==> src/rtl/apbs_pkg.sv <==
// Package for the access-pattern bank switch: payload structs, page and
// pattern constants, and the bank choice function.
// No dependencies.
package apbs_pkg;

  localparam int OFFSET_W = 14;
  localparam int ADDR_W   = 17;
  localparam int PAGE_W   = 6;
  localparam int BYTE_W   = 8;
  localparam int COUNT_W  = 3;

  // Page codes are offset[13:8]
  localparam logic [PAGE_W-1:0]   PAGE_ARM    = 6'h20;
  localparam logic [PAGE_W-1:0]   PAGE_COUNT  = 6'h35;
  localparam logic [OFFSET_W-1:0] ARM_OFFSET  = 14'h2000;

  localparam logic [BYTE_W-1:0]   LO_SEL_80   = 8'h80;
  localparam logic [BYTE_W-1:0]   LO_SEL_90   = 8'h90;
  localparam logic [BYTE_W-1:0]   LO_SEL_A0   = 8'ha0;
  localparam logic [BYTE_W-1:0]   LO_SEL_B0   = 8'hb0;
  localparam logic [BYTE_W-1:0]   LO_KEY_53   = 8'h53;

  localparam logic [COUNT_W-1:0]  COUNT_MAX   = 3'd7;
  localparam logic [COUNT_W-1:0]  COUNT_TWO   = 3'd2;
  localparam logic [COUNT_W-1:0]  COUNT_SIX   = 3'd6;

  localparam logic BANK_FIRST  = 1'b0;
  localparam logic BANK_SECOND = 1'b1;

  typedef struct packed {
    logic [OFFSET_W-1:0] read_offset;
  } apbs_in_t;

  typedef struct packed {
    logic [ADDR_W-1:0] rom_address;
    logic              bank_select;
  } apbs_out_t;

  // Bank chosen by a selecting read in the 0x20xx page
  function automatic logic choose_bank(
    input logic [BYTE_W-1:0]  lo,
    input logic [COUNT_W-1:0] count,
    input logic [BYTE_W-1:0]  last20,
    input logic [BYTE_W-1:0]  last35
  );
    logic bank;
    bank = BANK_SECOND;
    case (lo)
      LO_SEL_80: begin
        bank = BANK_SECOND;
      end
      LO_SEL_90: begin
        if (count == '0 || (count == COUNT_TWO && last20 == LO_SEL_90)) begin
          bank = BANK_FIRST;
        end
      end
      LO_SEL_A0: begin
        if (last20 == LO_SEL_B0) begin
          bank = BANK_FIRST;
        end
      end
      default: begin
        if (count == COUNT_SIX && last20 == LO_SEL_B0 && last35 == LO_KEY_53) begin
          bank = BANK_FIRST;
        end
      end
    endcase
    return bank;
  endfunction

endpackage

==> src/rtl/apbs_if.sv <==
// Valid/ready channel interfaces for the bank switch input and result.
// Depends on apbs_pkg.
interface apbs_in_if
  import apbs_pkg::*;
();
  logic     valid;
  logic     ready;
  apbs_in_t data;

  modport source (output valid, output data, input ready);
  modport sink   (input valid, input data, output ready);
endinterface

interface apbs_out_if
  import apbs_pkg::*;
();
  logic      valid;
  logic      ready;
  apbs_out_t data;

  modport source (output valid, output data, input ready);
  modport sink   (input valid, input data, output ready);
endinterface

==> src/rtl/access_pattern_bank_switch.sv <==
// Access-pattern bank switch: watches read offsets into a banked ROM window
// and returns the ROM address. Depends on apbs_pkg and apbs_if.
//
// Usage:
//   in_chan carries one read offset (14 bits) per transaction. out_chan
//   returns one transaction per read: rom_address (bank base plus offset,
//   wrapped to 17 bits) and bank_select (bank used for that read).
//   Reads drive a small pattern tracker: a read at 0x2000 arms it, 0x35xx
//   reads are counted (saturating at 7), and selecting reads in 0x20xx pick
//   the bank that takes effect from the following read on.
// Pipeline and throughput:
//   A read passes the input register, then the tracker update and address
//   add into the result register. One transaction per cycle sustained while
//   out_chan.ready stays high; the tracker update is a single level of
//   compares and a 17-bit add.
// Reset (rst_n low, synchronous):
//   Both stages empty, first bank active, nothing pending, disarmed,
//   history cleared.
// Stall:
//   When out_chan.ready is low the result register holds; the input
//   register fills one more transaction, then in_chan.ready drops until
//   the result is taken.
module access_pattern_bank_switch
  import apbs_pkg::*;
#(
  parameter int FIRST_BANK_BASE  = 16384,
  parameter int SECOND_BANK_BASE = 65536
) (
  input  logic              clk,
  input  logic              rst_n,
  apbs_in_if.sink           in_chan,
  apbs_out_if.source        out_chan
);

  // Bases wrap to the ROM address width, as the address itself does
  localparam logic [ADDR_W-1:0] FIRST_BASE  = ADDR_W'(FIRST_BANK_BASE);
  localparam logic [ADDR_W-1:0] SECOND_BASE = ADDR_W'(SECOND_BANK_BASE);

  // Pipeline control
  logic                v1_r, v2_r;
  logic                s2_load;
  logic [OFFSET_W-1:0] offset1_r;
  apbs_out_t           result_r, result_nxt;

  // Tracker state
  logic                active_bank_r,   active_bank_nxt;
  logic                pending_valid_r, pending_valid_nxt;
  logic                pending_bank_r,  pending_bank_nxt;
  logic                armed_r,         armed_nxt;
  logic [COUNT_W-1:0]  count_r,         count_nxt;
  logic [BYTE_W-1:0]   last20_r,        last20_nxt;
  logic [BYTE_W-1:0]   last35_r,        last35_nxt;

  logic [PAGE_W-1:0]   page;
  logic [BYTE_W-1:0]   lo;
  logic                bank_now;
  logic                sel_byte;

  // Advance stage 2 when it is empty or its result is being taken
  assign s2_load       = v1_r && (!v2_r || out_chan.ready);
  assign in_chan.ready = !v1_r || !v2_r || out_chan.ready;

  assign out_chan.valid = v2_r;
  assign out_chan.data  = result_r;

  assign page = offset1_r[OFFSET_W-1:BYTE_W];
  assign lo   = offset1_r[BYTE_W-1:0];

  always_comb begin
    // Apply a pending choice before this read
    bank_now          = pending_valid_r ? pending_bank_r : active_bank_r;
    active_bank_nxt   = bank_now;
    pending_valid_nxt = 1'b0;
    pending_bank_nxt  = pending_bank_r;
    armed_nxt         = armed_r;
    count_nxt         = count_r;
    last20_nxt        = last20_r;
    last35_nxt        = last35_r;
    sel_byte          = (lo == LO_SEL_80) || (lo == LO_SEL_90) ||
                        (lo == LO_SEL_A0) || (lo == LO_SEL_B0);

    if (offset1_r == ARM_OFFSET) begin
      // Arm and clear history, keep the last 0x35xx byte
      count_nxt  = '0;
      last20_nxt = '0;
      armed_nxt  = 1'b1;
    end else if (page == PAGE_COUNT) begin
      if (count_r != COUNT_MAX) begin
        count_nxt = count_r + COUNT_W'(1);
      end
      last35_nxt = lo;
    end else if (page == PAGE_ARM) begin
      if (armed_r) begin
        if (sel_byte) begin
          pending_bank_nxt  = choose_bank(lo, count_r, last20_r, last35_r);
          pending_valid_nxt = 1'b1;
        end else begin
          armed_nxt = 1'b0;
        end
      end
      last20_nxt = lo;
      count_nxt  = '0;
    end else begin
      armed_nxt = 1'b0;
    end

    result_nxt.bank_select = bank_now;
    result_nxt.rom_address = (bank_now ? SECOND_BASE : FIRST_BASE) +
                             ADDR_W'(offset1_r);
  end

  // Stage valids and tracker state
  always_ff @(posedge clk) begin
    if (!rst_n) begin
      v1_r            <= 1'b0;
      v2_r            <= 1'b0;
      active_bank_r   <= BANK_FIRST;
      pending_valid_r <= 1'b0;
      pending_bank_r  <= BANK_FIRST;
      armed_r         <= 1'b0;
      count_r         <= '0;
      last20_r        <= '0;
      last35_r        <= '0;
    end else begin
      if (in_chan.ready) begin
        v1_r <= in_chan.valid;
      end
      if (!v2_r || out_chan.ready) begin
        v2_r <= v1_r;
      end
      // Update the tracker once per read, as it moves into the result stage
      if (s2_load) begin
        active_bank_r   <= active_bank_nxt;
        pending_valid_r <= pending_valid_nxt;
        pending_bank_r  <= pending_bank_nxt;
        armed_r         <= armed_nxt;
        count_r         <= count_nxt;
        last20_r        <= last20_nxt;
        last35_r        <= last35_nxt;
      end
    end
  end

  // Payload registers
  always_ff @(posedge clk) begin
    if (in_chan.ready && in_chan.valid) begin
      offset1_r <= in_chan.data.read_offset;
    end
    if (s2_load) begin
      result_r <= result_nxt;
    end
  end

endmodule

==> src/flat_wrapper.sv <==
// flat-port wrapper written by rule: the top's interface ports become plain ports
module access_pattern_bank_switch_flat import apbs_pkg::*;
#(
  parameter int FIRST_BANK_BASE  = 16384,
  parameter int SECOND_BANK_BASE = 65536
)
  (clk, rst_n, in_chan_valid, in_chan_data, in_chan_ready, out_chan_valid, out_chan_data, out_chan_ready);
  apbs_in_if in_chan_i ();
  apbs_out_if out_chan_i ();
  input  logic clk;
  input  logic rst_n;
  input wire logic [$bits(in_chan_i.valid)-1:0] in_chan_valid;
  input wire logic [$bits(in_chan_i.data)-1:0] in_chan_data;
  output wire logic [$bits(in_chan_i.ready)-1:0] in_chan_ready;
  output wire logic [$bits(out_chan_i.valid)-1:0] out_chan_valid;
  output wire logic [$bits(out_chan_i.data)-1:0] out_chan_data;
  input wire logic [$bits(out_chan_i.ready)-1:0] out_chan_ready;
  assign in_chan_i.valid = in_chan_valid;
  assign in_chan_i.data = in_chan_data;
  assign in_chan_ready = in_chan_i.ready;
  assign out_chan_valid = out_chan_i.valid;
  assign out_chan_data = out_chan_i.data;
  assign out_chan_i.ready = out_chan_ready;
  access_pattern_bank_switch #(.FIRST_BANK_BASE(FIRST_BANK_BASE), .SECOND_BANK_BASE(SECOND_BANK_BASE)) u_core (.clk(clk), .rst_n(rst_n), .in_chan(in_chan_i), .out_chan(out_chan_i));
endmodule
==> config.mk <==
export PLATFORM = sky130hd
export DESIGN_NAME = access_pattern_bank_switch_flat
export DESIGN_NICKNAME = d
export VERILOG_FILES = /design/src/rtl/apbs_pkg.sv /design/src/rtl/apbs_if.sv /design/src/rtl/access_pattern_bank_switch.sv /design/src/flat_wrapper.sv
export SDC_FILE = /design/constraint.sdc
export NUM_CORES = 1
export LEC_CHECK = 0
export BUFFER_PORTS_ARGS = -buffer_cell sky130_fd_sc_hd__buf_2
export CAP_MARGIN = 20
export CORE_ASPECT_RATIO = 0.5
export CORE_MARGIN = 2
export CORE_UTILIZATION = 34
export DETAILED_ROUTE_END_ITERATION = 16
export PLACE_DENSITY = 0.56
export SLEW_MARGIN = 15
export SYNTH_ARGS = -nofsm -noshare
export SYNTH_HDL_FRONTEND = slang
export SYNTH_SLANG_ARGS = --single-unit
==> constraint.sdc <==
create_clock -name clk -period 3.6 [get_ports clk]
set_input_delay 0.36 -clock clk [delete_from_list [all_inputs] [get_ports clk]]
set_output_delay 0.36 -clock clk [all_outputs]
set_load 0.02 [all_outputs]
---- Yosys cells after proc, flatten, opt, wreduce, memory -nomap -nowiden ----
Index checks and enable logic that the tools add are counted.
storage, ports and cells
  register bits after elaboration ......... 57
  bits of input ports ..................... 18
  output and inout bits ................... 20
  logic and storage cells ................. 73
operators by class
  $add $sub $neg .......................... 2
  eq/ne operators ......................... 15
  multiplexer cells ....................... 20
  bitwise operators ....................... 2
  reductions and logical operators ........ 22
operators by type and width
  kind                                                                   count
  8-bit equality test, second input constant                             6
  8-bit two-way mux                                                      3
  17-bit by 14-bit adder with 17-bit output                              1
  17-bit two-way mux                                                     1
  14-bit equality test, second input constant                            1
  6-bit equality test, second input constant                             2
  3-bit two-way mux                                                      4
  1-bit two-way mux                                                      11
  3-bit AND reduction                                                    3
  8-bit by 7-bit equality test with 1-bit output, second input constant  1
  1-bit logical OR                                                       7
  6-bit AND reduction                                                    1
  1-bit logical AND                                                      5
  3-bit by 1-bit adder with 3-bit output, second input constant          1
  3-bit by 2-bit equality test with 1-bit output, second input constant  1
  3-bit equality test, second input constant                             1
  3-bit logical NOT                                                      1
  3-bit by 2-bit != test with 1-bit output, second input constant        1
  3-bit != test, second input constant                                   1
  1-bit case mux with 3 select lines                                     1
  3-bit nonzero test                                                     1
  1-bit logical NOT                                                      2
  2-bit by 1-bit != test with 1-bit output, second input constant        1
  1-bit inverter                                                         2
  2 further kinds                                                        2

---- Logic depth before layout (Yosys ltp) ----
  word-level depth ........................ 9
  depth in mapped cells ................... 6
  gate-level depth less buffers ........... 6

---- Worst setup path before layout ----
OpenSTA, ideal clock, no wires.
  kind .................................... register to register
  start point ............................. reg u_core.v2_r (netlist: u_core.out_chan.valid)
  end point ............................... reg u_core.result_r (netlist bit u_core.out_chan.data[10]) (enable)
  library setup time ...................... 0.387 ns
  data arrival time ....................... 1.543 ns
  data required time ...................... 3.213 ns
  slack ................................... 1.670 ns
  stages on the path, launching flop included .. 5
  buffers on the path ..................... 1
  cells stage by stage .................... dfxtp_1 -> nor2b_1 -> nand2b_1 -> inv_1 -> clkbuf_1
on the way
  word-level cells in the longest chain between the ends .. 3
RTL lines
  item                    RTL line                           RTL
  from (decl)             access_pattern_bank_switch.sv:40   logic v1_r, v2_r;
  from (signal assigned)  access_pattern_bank_switch.sv:129  v2_r <= v1_r;
  1-bit logical NOT       access_pattern_bank_switch.sv:60   assign s2_load = v1_r && (!v2_r || out_chan.ready);
  1-bit logical OR        access_pattern_bank_switch.sv:60
  1-bit logical AND       access_pattern_bank_switch.sv:60
  via u_core.s2_load      access_pattern_bank_switch.sv:41   logic s2_load;
  to (signal assigned)    access_pattern_bank_switch.sv:150  result_r <= result_nxt;
  to (decl)               access_pattern_bank_switch.sv:43   apbs_out_t result_r, result_nxt;
The timed path passes the listed nets, and every way through them passes these cells.
A chain may end at the register's enable or synchronous reset.

---- Final worst setup path ----
  start point ............................. reg u_core.offset1_r[9]
  end point ............................... reg u_core.last20_r[4]
on the way
  word-level cells in the longest chain between the ends .. 3
  elaborated cells on any way between the ends .. 7
  classes of those cells .................. 4 x eq/ne; 1 x mux; 2 x reduce/logical
RTL lines
  item                                                                                             RTL line                           RTL
  from (decl)                                                                                      access_pattern_bank_switch.sv:42   logic [OFFSET_W-1:0] offset1_r;
  from (signal assigned)                                                                           access_pattern_bank_switch.sv:147  offset1_r <= in_chan.data.read_offset;
  14-bit equality test, or another cell as far along                                               access_pattern_bank_switch.sv:82   if (offset1_r == ARM_OFFSET) begin
  2-bit by 1-bit != test with 1-bit output (no line) / 2-bit nonzero test (equally long branches)  --
  3-bit AND reduction (no line)                                                                    --
  to (signal assigned)                                                                             access_pattern_bank_switch.sv:138  last20_r <= last20_nxt;
  to (decl)                                                                                        access_pattern_bank_switch.sv:51   logic [BYTE_W-1:0] last20_r, last20_nxt;
Several ways; a longest one is shown, not always the timed one.

==> results.yml <==
logic_synthesis:
  synth_area_um2: 2150
  avgSynthCellArea_um2: 12.7
  syn_nets: 191
  synthSimpleGateAreaFrac_pct: 17.9
  synth_edf_count: 30
  synthArstFlopShare_pct: 0
  yosysWarnings: 0
  yosysSeqAreaShare_pct: 65.0
  ys_types: 40
  synthMuxAreaShare_pct: 5.11
  synth-adder-area-share_pct: 2.32
  synthFlopType: "edfxtp_1"
  synth-compound-area-share_pct: 6.62
  synth-xor-area-share_pct: 0
  synth_top_family_by_area: "simple AND/OR/NAND/NOR gates"
  ys_ff_latch: 55
  synth_cells: 169
worst_setup_path:
  arrival_ps: 2440
  start_kind: "register"
  cp.required_ps: 3780
  end_kind: "register"
  worstSetupPathType: "register to register"
  path_max_fanout: 9
place:
  placed_area_um2: 2410
  gp_congestion: 0.797
  dp.cells: 287
  portBuffers: 36
  place_hpwl_mm: 2.88
sta:
  period_minus_slack_ps: 2260
  tightest_slew_ps: 952
  timing.final.max_slew_violations: 0
  grt_setup_unrepaired: "false"
  setup_violations: 0
  post-route-period-util_pct: 62.9
  fin_skew_ps: 3.41
  slew_headroom_pct: 36.2
  setup_tns_ps: 0
  finalHoldViolCount: 0
  hold_ws_ps: 246
  max_freq_mhz: 442
cells_and_area:
  layout.cells.non_filler: 295
  fillCellCount: 585
  diodes: 0
  design_area_um2: 2550
  syn2layout_area_growth_pct: 18.6
  multi_input_area_um2: 692
  drive_gt1_share_pct: 23.7
  regArea_um2: 1400
  fin_nets: 228
floorplan:
  fp.dieW_um: 117
  initial_utilization_pct: 35.3
  die_h_um: 60.3
  rows: 20
  core-area_um2: 6110
  dieArea_um2: 7030
  io_pins: 38
clock_tree:
  ctsLongestPathBuffers: 2
  ctsRootBufferMaster: "clkbuf_16"
  cts_tree: "done"
  clk_latency_ps: 280
  clock_sinks: 55
  cts_setup_buffers: 0
  clk_pin_slew_ps: 70
  cts.repair.resized: 0
  cts_buffers: 5
  htree_levels: 2
  hold_buffers: 0
min_path:
  hp-class: "primary input to register"
power:
  total_power_mw: 1.22
  p_leak_nw: 0.924
  ir_worst_vdd_mv: 0.247
  power_density_nw_per_um2: 476
detailed_routing:
  viasPerCell: 4.65
  first_pass_iters: 4
  wl_per_cell_um: 13.7
  drt_iter0_drc: 53
  post-route-drc-count: 0
  vias: 1371
  final_antenna_net_count: 0
  wl_mm: 4.05
global_route:
  grt_pass1_vias: 1271
  grt_max_degree: 29
  grt_pass1_wl_mm: 6.49
  grt_antenna_before_repair: 0
  grt_usage_pct: 12.6
  grt-ovfl-total: 0
outcome:
  status: "finished clean"
run:
  max_cap_viol_count: 0
[path summary, 6_finish.rpt]
check | from | end | slack (ps) | cells past startpoint
worst max-delay path | u_core.offset1_r[9]$_DFFE_PP_ | u_core.last20_r[4]$_SDFFE_PN0P_ | 1340 | 5
worst min register to register | u_core.offset1_r[13]$_DFFE_PP_ | u_core.out_chan.data[14]$_DFFE_PP_ | 450 | 0
worst min-delay path | in_chan_data[1] | u_core.offset1_r[1]$_DFFE_PP_ | 250 | 1
worst max register to register | u_core.offset1_r[9]$_DFFE_PP_ | u_core.last20_r[4]$_SDFFE_PN0P_ | 1340 | 5
[where the power goes]
| part | internal [mW] | switching, mW | leakage (nW) |
|---|---|---|---|
| registers | 0.685 | 0.0141 | 0.487 |
| logic | 0.0222 | 0.0380 | 0.370 |
| clock network | 0.257 | 0.200 | 0.0669 |
| total | 0.964 | 0.252 | 0.924 |
[per-layer routing]
layer | vias up | track usage, % | wire (um)
li1 | 677 | - | -
met1 | 655 | 17.6 | 1980
met5 | - | 0 | 0
met4 | 0 | 5.04 | 49
met3 | 5 | 3.14 | 192
met2 | 34 | 18.9 | 1830
[cells in the final DEF, fill, tap and decap left out, types with 2 or more instances in the layout]
master	count
nand2_1	18
a21boi_1	2
nor4_1	2
and2_1	4
mux2i_1	11
nor2b_1	13
dfxtp_1	25
ha_1	4
inv_1	6
nand3_1	11
a21boi_0	8
edfxtp_1	30
clkbuf_16	5
nor3_1	3
nor2_1	2
buf_2	36
[synthesized netlist by cell type (all sizes together), types with 2 or more instances]
library cell   n  area share, %
dfxtp         25             23
inv            6            1.0
nor4b          2            1.1
nor4           2           0.58
nor3           3           0.70
ha             4            2.3
clkbuf         3           0.52
a21boi        10            3.5
nand2         18            3.1
buf            4            1.3
nor2b         13            3.8
and2           4            1.2
edfxtp        30             42
nand3         11            2.6
mux2i         11            5.1
nor2           3           0.64
[logic make-up (layout without fill, tap and decap cells)]
kind of cell | count (synthesis) | in the layout
fa+ha+maj | 4 | 4
flops | 55 | 55
other cells | 1 | 1
compound gates | 19 | 19
simple gates | 66 | 66
buf+inv | 13 | 51
mux | 11 | 11
[registers in the layout, indices dropped and copies added (netlist names)]
signal,cells
u_core.pending_bank_r,1
u_core.armed_r,1
u_core.out_chan.data,16
u_core.out_chan.valid,1
u_core.last35_r,8
u_core.last20_r,8
u_core.offset1_r,14
u_core.active_bank_r,1
u_core.v1_r,1
u_core.count_r,3
u_core.pending_valid_r,1
[layout make-up]
type                       count  share of cell area [%]
clock buffer                   6                    5.04
inverter                       6                   0.881
tap                           88                    4.31
timing repair buffer          37                    7.35
multi-input combinational    101                    27.1
sequential                    55                    54.8
clock inverter                 2                   0.490
[through the flow]
stage,worst slack (ps),util (%)
2_1_floorplan,1670,-
6_report,1340,41.8
3_5_place_dp,1270,39.5
5_1_grt,1130,41.8
4_1_cts,1310,41.8
3_3_place_gp,1370,39.5
[critical path, stage by stage, from the launching register on]
cell	delay, ps
edfxtp_1	400
or3b_4	460
nor2b_1	160
nor3b_2	790
mux2i_1	280
nor2b_1	60
Power figures use the tool's default switching activity.
